[src/hdl/lbt_pkg.sv]
// ----------------------------------------------------------------------------
// lbt_pkg: shared types and constants for the LED breathing/typing effect
// Request codes, mode bits, register indexes, datapath widths and the
// command/status bundles between controller and datapath.
// ----------------------------------------------------------------------------
package lbt_pkg;

  // request kinds
  localparam int REQ_W = 3;
  localparam logic [REQ_W-1:0] REQ_TICK    = 3'd0;
  localparam logic [REQ_W-1:0] REQ_PRESS   = 3'd1;
  localparam logic [REQ_W-1:0] REQ_RELEASE = 3'd2;
  localparam logic [REQ_W-1:0] REQ_TRESET  = 3'd3;
  localparam logic [REQ_W-1:0] REQ_STATIC  = 3'd4;
  localparam logic [REQ_W-1:0] REQ_BREATH  = 3'd5;

  // item field widths
  localparam int PIN_W  = 8;
  localparam int MODE_W = 5;

  // mode encodings
  localparam logic [MODE_W-1:0] MODE_NONE     = 5'd0;
  localparam logic [MODE_W-1:0] MODE_FORCE_ON = 5'd16;
  localparam int MB_HOLD   = 0;
  localparam int MB_EDGE   = 1;
  localparam int MB_BREATH = 2;
  localparam int MB_INVERT = 3;

  // configuration register indexes
  localparam int CFG_IDX_W = 3;
  localparam int CFG_DATA_W = 16;
  localparam logic [CFG_IDX_W-1:0] CFG_PERIOD = 3'd0;
  localparam logic [CFG_IDX_W-1:0] CFG_BASE   = 3'd1;
  localparam logic [CFG_IDX_W-1:0] CFG_RANGE  = 3'd2;
  localparam logic [CFG_IDX_W-1:0] CFG_STEP   = 3'd3;
  localparam logic [CFG_IDX_W-1:0] CFG_PULSE  = 3'd4;
  localparam logic [CFG_IDX_W-1:0] CFG_IDLE   = 3'd5;

  // datapath widths
  localparam int PERIOD_W = 16;
  localparam int HALF_W   = PERIOD_W - 1;
  localparam int LVL_W    = 8;
  localparam int MS_W     = 16;
  localparam int PWM_W    = 8;
  localparam int QUO_W    = 17;   // smoothstep argument, 0..65536
  localparam int FAC_W    = 18;   // 3.0 - 2u in Q16
  localparam int SM_W     = 19;   // smoothstep value in Q16
  localparam int FRAC_W   = 16;

  localparam logic [FAC_W-1:0] THREE_Q16 = 18'd196608;

  // register reset values
  localparam logic [PERIOD_W-1:0] RST_PERIOD = 16'd2048;
  localparam logic [LVL_W-1:0]    RST_BASE   = 8'd0;
  localparam logic [LVL_W-1:0]    RST_RANGE  = 8'd255;
  localparam logic [PWM_W-1:0]    RST_STEP   = 8'd16;
  localparam logic [MS_W-1:0]     RST_PULSE  = 16'd50;
  localparam logic [MS_W-1:0]     RST_IDLE   = 16'd1000;

  typedef struct packed {
    logic accept;     // latch the input transfer
    logic exec;       // apply the item's state update
    logic start_mod;  // start divider for the phase wrap
    logic mod_load;   // take remainder as new phase
    logic start_div;  // start divider for the smoothstep argument
    logic mul1;       // u^2 and 3-2u
    logic mul2;       // smoothstep
    logic mul3;       // brightness and pwm compare
    logic finish;     // load the output register
  } lbt_cmd_t;

  typedef struct packed {
    logic breath_work;
    logic need_mod;
    logic div_done;
    logic out_free;
  } lbt_sts_t;

endpackage

[src/hdl/lbt_div.sv]
// ----------------------------------------------------------------------------
// lbt_div: radix-2 restoring divider
// Divides {r0, s} by d, one quotient bit per cycle, QUO_W quotient bits.
// Caller keeps r0 < d so the quotient fits in QUO_W bits.
// ----------------------------------------------------------------------------
module lbt_div import lbt_pkg::*; (
  input  logic                clk,
  input  logic                rst,
  input  logic                start,
  input  logic [PERIOD_W-1:0] r0,
  input  logic [QUO_W-1:0]    s,
  input  logic [PERIOD_W-1:0] d,
  output logic                busy,
  output logic                done,
  output logic [QUO_W-1:0]    quot,
  output logic [PERIOD_W-1:0] rem
);

  localparam int CNT_W = $clog2(QUO_W);
  localparam logic [CNT_W-1:0] CNT_LAST = CNT_W'(QUO_W - 1);

  logic [CNT_W-1:0]    cnt;
  logic [PERIOD_W-1:0] rem_r;
  logic [PERIOD_W-1:0] den;
  logic [QUO_W-1:0]    sh;
  logic [PERIOD_W:0]   trial;
  logic [PERIOD_W:0]   diff;
  logic                ge;

  assign trial = {rem_r, sh[QUO_W-1]};
  assign diff  = trial - {1'b0, den};
  assign ge    = trial >= {1'b0, den};

  always_ff @(posedge clk) begin
    if (rst) begin
      busy <= 1'b0;
      done <= 1'b0;
      cnt  <= '0;
    end else begin
      done <= 1'b0;
      if (start) begin
        busy <= 1'b1;
        cnt  <= '0;
      end else if (busy) begin
        cnt <= cnt + 1'b1;
        if (cnt == CNT_LAST) begin
          busy <= 1'b0;
          done <= 1'b1;
        end
      end
    end
  end

  // operands and partial remainder
  always_ff @(posedge clk) begin
    if (start) begin
      rem_r <= r0;
      sh    <= s;
      den   <= d;
    end else if (busy) begin
      rem_r <= ge ? diff[PERIOD_W-1:0] : trial[PERIOD_W-1:0];
      sh    <= {sh[QUO_W-2:0], ge};
    end
  end

  assign quot = sh;
  assign rem  = rem_r;

endmodule

[src/hdl/lbt_dp.sv]
// ----------------------------------------------------------------------------
// lbt_dp: datapath of the LED breathing/typing effect
// Registers, typing timers, breathing phase and PWM counter, smoothstep
// brightness (shared divider plus three multiply steps), output register.
// ----------------------------------------------------------------------------
module lbt_dp import lbt_pkg::*; #(
  parameter int TIME_BITS = 32
) (
  input  logic                  clk,
  input  logic                  rst,
  input  logic                  cfg_wen,
  input  logic [CFG_IDX_W-1:0]  cfg_addr,
  input  logic [CFG_DATA_W-1:0] cfg_wdata,
  input  logic [15:0]           s_tdata,
  input  logic [REQ_W-1:0]      s_tuser,
  input  logic                  m_tready,
  output logic                  m_tvalid,
  output logic [15:0]           m_tdata,
  input  lbt_cmd_t              cmd,
  output lbt_sts_t              sts
);

  // configuration
  logic [PERIOD_W-1:0] breath_period;
  logic [LVL_W-1:0]    breath_base;
  logic [LVL_W-1:0]    breath_range;
  logic [PWM_W-1:0]    pwm_step;
  logic [MS_W-1:0]     pulse_ms;
  logic [MS_W-1:0]     idle_ms;

  // latched item
  logic [REQ_W-1:0]  req;
  logic [PIN_W-1:0]  pin;
  logic [MODE_W-1:0] mode;
  logic              ind;
  logic              rows;

  // block state
  logic [TIME_BITS-1:0] now_ms;
  logic [TIME_BITS-1:0] last_press_ms;
  logic                 key_held;
  logic [PERIOD_W-1:0]  breath_phase;
  logic [PWM_W-1:0]     pwm_count;

  // result and smoothstep pipeline
  logic             res_drive;
  logic             res_level;
  logic [QUO_W-1:0] u2;
  logic [FAC_W-1:0] fac;
  logic [SM_W-1:0]  sm;

  logic [TIME_BITS-1:0] elapsed;
  logic                 pulse;
  logic                 idle;
  logic [PERIOD_W-1:0]  period_eff;
  logic [HALF_W-1:0]    half;
  logic [PERIOD_W:0]    p1;
  logic [PERIOD_W:0]    p1_sub;
  logic                 p1_lt;
  logic                 p1_sub_lt;
  logic [PERIOD_W-1:0]  mir;
  logic [PERIOD_W-1:0]  mir_c;
  logic                 allow;
  logic [1:0]           static_res;

  logic                div_start;
  logic [PERIOD_W-1:0] div_r0;
  logic [QUO_W-1:0]    div_s;
  logic [PERIOD_W-1:0] div_d;
  logic                div_busy;
  logic                div_done;
  logic [QUO_W-1:0]    div_q;
  logic [PERIOD_W-1:0] div_rem;

  logic [2*QUO_W-1:0]       prod_uu;
  logic [QUO_W+FAC_W-1:0]   prod_sm;
  logic [LVL_W+SM_W-1:0]    prod_b;
  logic [LVL_W+SM_W-FRAC_W-1:0] scaled;
  logic [LVL_W+SM_W-FRAC_W:0]   bsum;
  logic [LVL_W-1:0]         bright;

  function automatic logic [1:0] static_fx(input logic [MODE_W-1:0] m,
                                           input logic kh, input logic pl,
                                           input logic il);
    logic inv, hold, edg, br, act;
    logic [1:0] r;
    inv  = m[MB_INVERT];
    hold = m[MB_HOLD];
    edg  = m[MB_EDGE];
    br   = m[MB_BREATH];
    act  = hold ? kh : pl;
    r    = 2'b00;
    if (m == MODE_FORCE_ON) begin
      r = 2'b11;
    end else if (m == MODE_NONE) begin
      r = 2'b10;
    end else if (br && (hold || edg)) begin
      if (act) begin
        r = {1'b1, !inv};
      end else if (!il) begin
        r = {1'b1, inv};
      end
    end else if (br) begin
      r = 2'b00;
    end else if (hold) begin
      r = {1'b1, kh ? !inv : inv};
    end else if (edg) begin
      r = {1'b1, pl ? !inv : inv};
    end else begin
      r = 2'b10;
    end
    return r;
  endfunction

  // ---- configuration port
  always_ff @(posedge clk) begin
    if (rst) begin
      breath_period <= RST_PERIOD;
      breath_base   <= RST_BASE;
      breath_range  <= RST_RANGE;
      pwm_step      <= RST_STEP;
      pulse_ms      <= RST_PULSE;
      idle_ms       <= RST_IDLE;
    end else if (cfg_wen) begin
      case (cfg_addr)
        CFG_PERIOD: breath_period <= cfg_wdata;
        CFG_BASE:   breath_base   <= cfg_wdata[LVL_W-1:0];
        CFG_RANGE:  breath_range  <= cfg_wdata[LVL_W-1:0];
        CFG_STEP:   pwm_step      <= cfg_wdata[PWM_W-1:0];
        CFG_PULSE:  pulse_ms      <= cfg_wdata[MS_W-1:0];
        CFG_IDLE:   idle_ms       <= cfg_wdata[MS_W-1:0];
        default: ;
      endcase
    end
  end

  // ---- item capture
  always_ff @(posedge clk) begin
    if (cmd.accept) begin
      req  <= s_tuser;
      pin  <= s_tdata[PIN_W-1:0];
      mode <= s_tdata[PIN_W +: MODE_W];
      ind  <= s_tdata[PIN_W+MODE_W];
      rows <= s_tdata[PIN_W+MODE_W+1];
    end
  end

  // ---- derived values
  assign elapsed = now_ms - last_press_ms;
  assign pulse   = elapsed < TIME_BITS'(pulse_ms);
  assign idle    = elapsed > TIME_BITS'(idle_ms);

  // low bit cleared, at least two
  assign period_eff = (breath_period[PERIOD_W-1:1] == '0) ? PERIOD_W'(2)
                                                          : {breath_period[PERIOD_W-1:1], 1'b0};
  assign half = period_eff[PERIOD_W-1:1];

  assign p1        = {1'b0, breath_phase} + (PERIOD_W+1)'(1);
  assign p1_sub    = p1 - {1'b0, period_eff};
  assign p1_lt     = p1 < {1'b0, period_eff};
  assign p1_sub_lt = p1_sub < {1'b0, period_eff};

  assign mir   = (breath_phase < {1'b0, half}) ? breath_phase : period_eff - breath_phase;
  assign mir_c = (mir > {1'b0, half}) ? {1'b0, half} : mir;

  assign allow = (!mode[MB_HOLD] && !mode[MB_EDGE]) ? 1'b1 :
                 mode[MB_HOLD] ? (!key_held && idle) : (!pulse && idle);

  assign static_res = static_fx(mode, key_held, pulse, idle);

  assign sts.breath_work = (req == REQ_BREATH) && !ind;
  assign sts.need_mod    = !p1_lt && !p1_sub_lt;
  assign sts.div_done    = div_done;
  assign sts.out_free    = !m_tvalid || m_tready;

  // ---- shared divider: phase wrap, then (mir << 16) / half
  assign div_start = cmd.start_mod || cmd.start_div;
  always_comb begin
    if (cmd.start_mod) begin
      div_r0 = '0;
      div_s  = p1;
      div_d  = period_eff;
    end else begin
      div_r0 = {1'b0, mir_c[PERIOD_W-1:1]};
      div_s  = {mir_c[0], {FRAC_W{1'b0}}};
      div_d  = {1'b0, half};
    end
  end

  lbt_div u_div (
    .clk   (clk),
    .rst   (rst),
    .start (div_start),
    .r0    (div_r0),
    .s     (div_s),
    .d     (div_d),
    .busy  (div_busy),
    .done  (div_done),
    .quot  (div_q),
    .rem   (div_rem)
  );

  // ---- state update
  always_ff @(posedge clk) begin
    if (rst) begin
      now_ms        <= '0;
      last_press_ms <= '0;
      key_held      <= 1'b0;
      breath_phase  <= '0;
      pwm_count     <= '0;
    end else if (cmd.exec) begin
      case (req)
        REQ_TICK:    now_ms <= now_ms + 1'b1;
        REQ_PRESS: begin
          last_press_ms <= now_ms;
          key_held      <= 1'b1;
        end
        REQ_RELEASE: key_held <= rows;
        REQ_TRESET: begin
          key_held      <= 1'b0;
          last_press_ms <= '0;
        end
        REQ_BREATH: begin
          if (!ind) begin
            pwm_count <= pwm_count + pwm_step;
            if (p1_lt) begin
              breath_phase <= p1[PERIOD_W-1:0];
            end else if (p1_sub_lt) begin
              breath_phase <= p1_sub[PERIOD_W-1:0];
            end
          end
        end
        default: ;
      endcase
    end else if (cmd.mod_load) begin
      breath_phase <= div_rem;
    end
  end

  // ---- smoothstep: u^2, (3 - 2u), product, then scale by range
  assign prod_uu = {{QUO_W{1'b0}}, div_q} * {{QUO_W{1'b0}}, div_q};
  assign prod_sm = {{FAC_W{1'b0}}, u2} * {{QUO_W{1'b0}}, fac};
  assign prod_b  = {{SM_W{1'b0}}, breath_range} * {{LVL_W{1'b0}}, sm};
  assign scaled  = prod_b[LVL_W+SM_W-1:FRAC_W];
  assign bsum    = {1'b0, scaled} + (LVL_W+SM_W-FRAC_W+1)'(breath_base);
  assign bright  = (bsum > (LVL_W+SM_W-FRAC_W+1)'(255)) ? {LVL_W{1'b1}} : bsum[LVL_W-1:0];

  always_ff @(posedge clk) begin
    if (cmd.mul1) begin
      u2  <= prod_uu[QUO_W+FRAC_W-1:FRAC_W];
      fac <= THREE_Q16 - {div_q, 1'b0};
    end
    if (cmd.mul2) begin
      sm <= prod_sm[QUO_W+FAC_W-1:FRAC_W];
    end
  end

  // ---- per-item result
  always_ff @(posedge clk) begin
    if (cmd.exec) begin
      case (req)
        REQ_STATIC: begin
          res_drive <= static_res[1];
          res_level <= static_res[1] && static_res[0];
        end
        REQ_BREATH: begin
          res_drive <= ind || (mode[MB_BREATH] && allow);
          res_level <= ind;
        end
        default: begin
          res_drive <= 1'b0;
          res_level <= 1'b0;
        end
      endcase
    end else if (cmd.mul3) begin
      res_level <= res_drive && (pwm_count < bright);
    end
  end

  // ---- output register
  always_ff @(posedge clk) begin
    if (rst) begin
      m_tvalid <= 1'b0;
    end else if (cmd.finish) begin
      m_tvalid <= 1'b1;
    end else if (m_tready) begin
      m_tvalid <= 1'b0;
    end
  end

  always_ff @(posedge clk) begin
    if (cmd.finish) begin
      m_tdata <= {6'b0, res_level, res_drive, pin};
    end
  end

  // ---- checks
  a_finish_room: assert property (@(posedge clk) disable iff (rst)
    cmd.finish |-> (!m_tvalid || m_tready))
    else $error("output register loaded while still holding a result");

  a_phase_wrapped: assert property (@(posedge clk) disable iff (rst)
    cmd.mul1 |-> (breath_phase < period_eff))
    else $error("breathing phase not wrapped below the period");

  a_level_drive: assert property (@(posedge clk) disable iff (rst)
    cmd.finish |-> (!res_level || res_drive))
    else $error("level set on an undriven result");

  a_div_idle_start: assert property (@(posedge clk) disable iff (rst)
    div_start |-> !div_busy)
    else $error("divider restarted while busy");

endmodule

[src/hdl/lbt_ctrl.sv]
// ----------------------------------------------------------------------------
// lbt_ctrl: sequencing state machine
// Steps one item through capture, state update, divider passes, the
// smoothstep multiply chain and the output register.
// ----------------------------------------------------------------------------
module lbt_ctrl import lbt_pkg::*; (
  input  logic     clk,
  input  logic     rst,
  input  logic     s_tvalid,
  output logic     s_tready,
  input  lbt_sts_t sts,
  output lbt_cmd_t cmd
);

  typedef enum logic [8:0] {
    ST_IDLE = 9'b000000001,
    ST_EXEC = 9'b000000010,
    ST_MOD  = 9'b000000100,
    ST_PREP = 9'b000001000,
    ST_DIV  = 9'b000010000,
    ST_MUL1 = 9'b000100000,
    ST_MUL2 = 9'b001000000,
    ST_MUL3 = 9'b010000000,
    ST_OUT  = 9'b100000000
  } state_t;

  state_t state, state_next;

  always_ff @(posedge clk) begin
    if (rst) begin
      state <= ST_IDLE;
    end else begin
      state <= state_next;
    end
  end

  assign s_tready = (state == ST_IDLE);

  always_comb begin
    state_next = state;
    cmd        = '0;
    case (state)
      ST_IDLE: begin
        cmd.accept = s_tvalid;
        if (s_tvalid) state_next = ST_EXEC;
      end
      ST_EXEC: begin
        cmd.exec = 1'b1;
        if (!sts.breath_work) begin
          state_next = ST_OUT;
        end else if (sts.need_mod) begin
          cmd.start_mod = 1'b1;
          state_next    = ST_MOD;
        end else begin
          state_next = ST_PREP;
        end
      end
      ST_MOD: begin
        if (sts.div_done) begin
          cmd.mod_load = 1'b1;
          state_next   = ST_PREP;
        end
      end
      ST_PREP: begin
        cmd.start_div = 1'b1;
        state_next    = ST_DIV;
      end
      ST_DIV: begin
        if (sts.div_done) state_next = ST_MUL1;
      end
      ST_MUL1: begin
        cmd.mul1   = 1'b1;
        state_next = ST_MUL2;
      end
      ST_MUL2: begin
        cmd.mul2   = 1'b1;
        state_next = ST_MUL3;
      end
      ST_MUL3: begin
        cmd.mul3   = 1'b1;
        state_next = ST_OUT;
      end
      ST_OUT: begin
        if (sts.out_free) begin
          cmd.finish = 1'b1;
          state_next = ST_IDLE;
        end
      end
      default: state_next = ST_IDLE;
    endcase
  end

endmodule

[src/hdl/led_breathing_typing_effect.sv]
// ----------------------------------------------------------------------------
// led_breathing_typing_effect: typing-reactive LED effect with breathing
// Top level: controller state machine plus datapath.
// ----------------------------------------------------------------------------
// Usage:
//   Input stream (s_*): one request per transfer, kind in s_tuser (tick,
//   press, release, typing reset, static pin effect, breathing update).
//   Output stream (m_*): exactly one result per request, in order, saying
//   whether the pin is driven and to which level.
//   Config port: cfg_wen/cfg_addr/cfg_wdata, one register per write, only
//   while no request is in flight. Indexes six and seven are ignored.
// Timing:
//   One request at a time. Non-breathing requests and indicator updates go
//   from capture and state update straight to the output register. A
//   breathing update also waits on the serial divider that forms the
//   smoothstep argument; when the phase plus one reaches twice the period
//   after a period change, one extra divider pass wraps it first.
// Reset: rst (synchronous) restores register defaults, clears the clock,
//   press stamp, key state, phase and PWM counter, and empties the output.
// Stall: a finished result waits in the output register; s_tready comes
//   back as soon as that result is loaded, so the next request can be
//   taken while the previous result is still waiting for m_tready.
// ----------------------------------------------------------------------------
module led_breathing_typing_effect import lbt_pkg::*; #(
  parameter int TIME_BITS = 32
) (
  input  logic                  clk,
  input  logic                  rst,
  // input stream
  input  logic                  s_tvalid,
  output logic                  s_tready,
  input  logic [15:0]           s_tdata,   // pin_id[7:0], mode_bits[12:8],
                                           // ind_active[13], rows_active[14]
  input  logic [REQ_W-1:0]      s_tuser,   // req_type[2:0]
  // output stream
  output logic                  m_tvalid,
  input  logic                  m_tready,
  output logic [15:0]           m_tdata,   // out_pin[7:0], drive[8], level[9]
  // configuration
  input  logic                  cfg_wen,
  input  logic [CFG_IDX_W-1:0]  cfg_addr,
  input  logic [CFG_DATA_W-1:0] cfg_wdata
);

  lbt_cmd_t cmd;
  lbt_sts_t sts;

  // sequencing: one request stepped through its stages
  lbt_ctrl u_ctrl (
    .clk      (clk),
    .rst      (rst),
    .s_tvalid (s_tvalid),
    .s_tready (s_tready),
    .sts      (sts),
    .cmd      (cmd)
  );

  // registers, timers, breathing math and output register
  lbt_dp #(
    .TIME_BITS (TIME_BITS)
  ) u_dp (
    .clk       (clk),
    .rst       (rst),
    .cfg_wen   (cfg_wen),
    .cfg_addr  (cfg_addr),
    .cfg_wdata (cfg_wdata),
    .s_tdata   (s_tdata),
    .s_tuser   (s_tuser),
    .m_tready  (m_tready),
    .m_tvalid  (m_tvalid),
    .m_tdata   (m_tdata),
    .cmd       (cmd),
    .sts       (sts)
  );

endmodule

[config.mk]
export PLATFORM = sky130hd
export DESIGN_NAME = led_breathing_typing_effect
export DESIGN_NICKNAME = d
export VERILOG_FILES = /design/src/hdl/lbt_pkg.sv /design/src/hdl/lbt_div.sv /design/src/hdl/lbt_dp.sv /design/src/hdl/lbt_ctrl.sv /design/src/hdl/led_breathing_typing_effect.sv
export SDC_FILE = /design/constraint.sdc
export NUM_CORES = 2
export LEC_CHECK = 0
export ABC_AREA = 1
export BUFFER_PORTS_ARGS = -buffer_cell sky130_fd_sc_hd__buf_2
export CELL_PAD_IN_SITES_DETAIL_PLACEMENT = 1
export CELL_PAD_IN_SITES_GLOBAL_PLACEMENT = 2
export CORE_MARGIN = 5
export CORE_UTILIZATION = 43
export CTS_CLUSTER_DIAMETER = 80
export DETAILED_ROUTE_END_ITERATION = 8
export PLACE_DENSITY = 0.85
export SLEW_MARGIN = 20
export SYNTH_ARGS = -nofsm -noshare
export SYNTH_HDL_FRONTEND = slang
export SYNTH_SLANG_ARGS = --single-unit
[constraint.sdc]
create_clock -name clk -period 17.4 [get_ports clk]
set_clock_uncertainty 0.15 [all_clocks]
set_input_delay 0.87 -clock clk [delete_from_list [all_inputs] [get_ports clk]]
set_output_delay 0.87 -clock clk [all_outputs]
set_load 0.02 [all_outputs]
==> metrics.md <==
| Metric | Value |
|---|---|
| Die ar. | `103000 sq um` |
| Global Route Usage Sum | `24.3%` |
| Final WL | `124 mm` |
| Setup crit start kind | `flop` |
| DRC viols | `0` |
| Grt ovf | `0` |
| Worst path depth | `36` |
| Hold WC Path Type | `input port to flop` |
| Outcome | `finished, final reports clean` |
| Initial antenna violation count | `4` |
| Post-CTS Hold Fix Bufs | `0` |
| Setup TNS | `0 ps` |
| Non-filler instance count after layout | `6641` |
| Count of buffer and inverter cells on the critical path | `4` |
| Crit path required time | `17710 ps` |
| Die Ht | `around 320 um` |
| Met3 WL | `3.53 mm` |
| Tcrit/Tclk final | `~49%` |
| CTS Buf Count | `46` |
| WL met2 | `60.5 mm` |
| Mapped Area | `41700 sq um` |
| Fmax | `118 MHz` |
| Final Hold Fails | `0` |
| Cell taking the most area after synthesis | `fa_1` |
| Synthesis Warnings | `0` |
| Crit path max-delay family | `adder cells` |
| Top Layer Used | `met4` |
| PwrDens | `63.7 nW/um^2` |
| Initial core utilization | `43.2%` |
| Clk slew on worst S/H paths | `around 60 ps` |
| DRT met1 WL | `56.5 mm` |
| IO buf count | `53` |
| Slew Viols, Final | `0` |
| Mapped Avg Cell Area | `7.70 sq um` |
| Drt first pass iters | `5` |
| Vias per cell | `5.12` |
| Seq/Total Area, Yosys | `18.0%` |
| Post-synth cell types | `64` |
| First-pass GRT wire length | `around 200 mm` |
| Critical Path End Type | `flop` |
| Die X | `approximately 320 um` |
| Area delta synth->final | `6.55%` |
| EDFF count, synth | `approximately 130` |
| CP max stage cell | `dfxtp_1` |
| Vias in the first global route | `36700` |
| RSZ-0062 raised after global routing | `no` |
| Worst hold stages | `1` |
| Via count | `34000` |
| Max stage delay on crit path | `960 ps` |
| Starting DRT DRC Count | `~1500` |
| Inst Count DP | `~6600` |
| WS Path Type | `flop to flop` |
| Total Nets Final | `between 6000 and 7000` |
| H-tree Lvls | `2` |
| Hold slack final | `252 ps` |
| DPL Wire Length | `101 mm` |
| Routed length per instance | `18.7 um` |
| Final RePlAce weighted congestion | `0.850` |
| Post-CTS Setup Inserts | `0` |
| Clock Sinks | `around 310` |
| Root Driver | `clkbuf_16` |
| Rel. slew slack | `24.9%` |
| Routed Antenna Nets | `0` |
| FF+latch count, synth | `309` |
| Area contributors post-synth | `fa_1 25%, ha_1 13%, inv_1 12%, nand2_1 11%, edfxtp_1 9.5%` |
| Worst vdd ir | `around 93 uV` |
| Post-CTS Resized | `0` |
| Crit path DAT | `around 8800 ps` |
| P_leak | `approximately 24 nW` |
| Endpoints failing setup | `0` |
| Share of the synthesized area in the top cell type | `roughly 25%` |
| Slew @ Worst Pin | `1130 ps` |
| Synthesized instance count | `about 5400` |
| Row cnt | `114` |
| Max Cap Viol | `0` |
| Cell mode on critical path | `nand2_1` |
| Layout cell share with drive strength beyond 1 | `3.69%` |
| R2R depth | `36` |
| Largest net degree at the start of global routing | `between 60 and 70` |
| Clk_lat worst skew | `around 640 ps` |
| I/O pin cnt | `61` |
| Core outline area | `slightly below 100000 sq um` |
| Crit Path Max Fanout | `20` |
| TritonCTS clock tree | `built` |
| Share of flip-flops with an asynchronous set or reset | `0%` |
| Max clock buf depth | `3` |
| Main synth FF type | `dfxtp_1` |
| Min Tclk post-route | `8510 ps` |
## power by group
group          switching (mW)  internal, mW  leakage [nW]  total [mW]
Combinational           0.723         0.372          20.5        1.10
Sequential             0.0225         0.795          2.63       0.818
Clock                   0.390         0.524         0.721       0.913
Total                    1.14          1.69          23.9        2.83
## worst register-to-register path, delay by kind of cell, from the launching register on
family / cells / cell delay (ps)
adder cells (fa/ha/maj): 7 / 3030
AND/OR/NAND/NOR: 18 / 1970
AO/OA/AOI/OAI: 6 / 1610
flip-flops: 1 / 960
buffers and inverters: 4 / 370
XOR/XNOR: 1 / 320
## cells in the mapped netlist, types with 7 or more instances
| library cell | n |
|---|---|
| o211ai_1 | 25 |
| nand2_1 | 1220 |
| a21o_1 | 8 |
| nor4_1 | 11 |
| nor2_1 | 209 |
| nand3_1 | 123 |
| xnor2_1 | 33 |
| a21oi_1 | 321 |
| buf_1 | 24 |
| nor3_1 | 62 |
| clkbuf_2 | 9 |
| xor2_1 | 111 |
| clkbuf_1 | 169 |
| dfxtp_1 | 177 |
| and3_1 | 8 |
| o21ai_0 | 253 |
| inv_1 | 1309 |
| nand4_1 | 45 |
| ha_1 | 436 |
| a31oi_1 | 15 |
| a211oi_1 | 48 |
| edfxtp_1 | 132 |
| o21bai_1 | 12 |
| o21a_1 | 7 |
| fa_1 | 520 |
| or2_2 | 8 |
| o22ai_1 | 16 |
| nand3b_1 | 8 |
## kinds of logic after synthesis
logic type,synth area share (%)
DFF,18.0
AOI/OAI and AO/OA,9.80
xor gates and xnor gates,3.03
adders and majority gates,38.1
buffers and inverters,13.9
muxes,0.0270
other,0.00900
and+or+nand+nor,17.1
## sequential cells by signal (all words and copies together), names as in the netlist, 17 cells and up
signal / cells
u_dp.last_press_ms: 32
u_dp.now_ms: 32
u_dp.sm: 19
u_dp.fac: 17
u_dp.u2: 17
u_dp.u_div.quot: 17
## cells in the final DEF (no fill, tap or decap), types with 11 or more instances in the layout
cell type / instances
nor4_1: 11
edfxtp_1: 132
clkbuf_1: 13
o22ai_1: 16
xnor2_1: 33
o21bai_1: 12
nand2_1: 1220
a211oi_1: 48
buf_2: 53
nor3_1: 61
clkinv_2: 14
nand3_1: 123
clkbuf_16: 46
a21oi_1: 321
inv_1: 1308
o21ai_0: 253
nand4_1: 45
o211ai_1: 25
buf_4: 28
ha_1: 436
xor2_1: 111
a31oi_1: 15
dfxtp_1: 177
nor2_1: 208
fa_1: 520
## stage by stage
step           power (mW)  util [%]  cell area, sq um  setup slack [ps]
2_1_floorplan        1.58         -             41700             10750
3_3_place_gp         1.91      44.5             42900              9110
3_5_place_dp         1.93      44.5             42900              8980
4_1_cts              2.87      46.0             44400              8930
5_1_grt              3.03      46.0             44400              8180
6_report             2.83      46.0             44400              8890
## final timing paths
| path | startpoint | end | slack [ps] |
|---|---|---|---|
| worst max register to register | u_dp.breath_range[5] | u_dp.res_level | 8890 |
| worst max-delay path | u_dp.breath_range[5] | u_dp.res_level | 8890 |
| worst min register to register | u_dp.pin[5] | u_dp.m_tdata[5] | 280 |
| worst min-delay path | s_tdata[10] | u_dp.mode[2] | 250 |
## metal layers
layer | global-route usage, % | vias to the layer above
met2 | 43.0 | 444
met1 | 32.3 | 17000
met3 | 1.98 | 134
li1 | - | 16400
met5 | 0 | -
met4 | 6.29 | 0
## cell type report
| class | instances | area, sq um |
|---|---|---|
| Multi-Input combinational cell | 3570 | 28400 |
| Tap cell | 1276 | 1600 |
| Timing Repair Buffer | 81 | 475 |
| Fill cell | 12000 | 52000 |
| Clock buffer | 62 | 1240 |
| Inverter | 1319 | 4950 |
| Antenna cell | 1 | 2.50 |
| Sequential cell | 309 | 7510 |
| Clock inverter | 23 | 225 |
No activity file was read; power rests on OpenSTA's default activity.
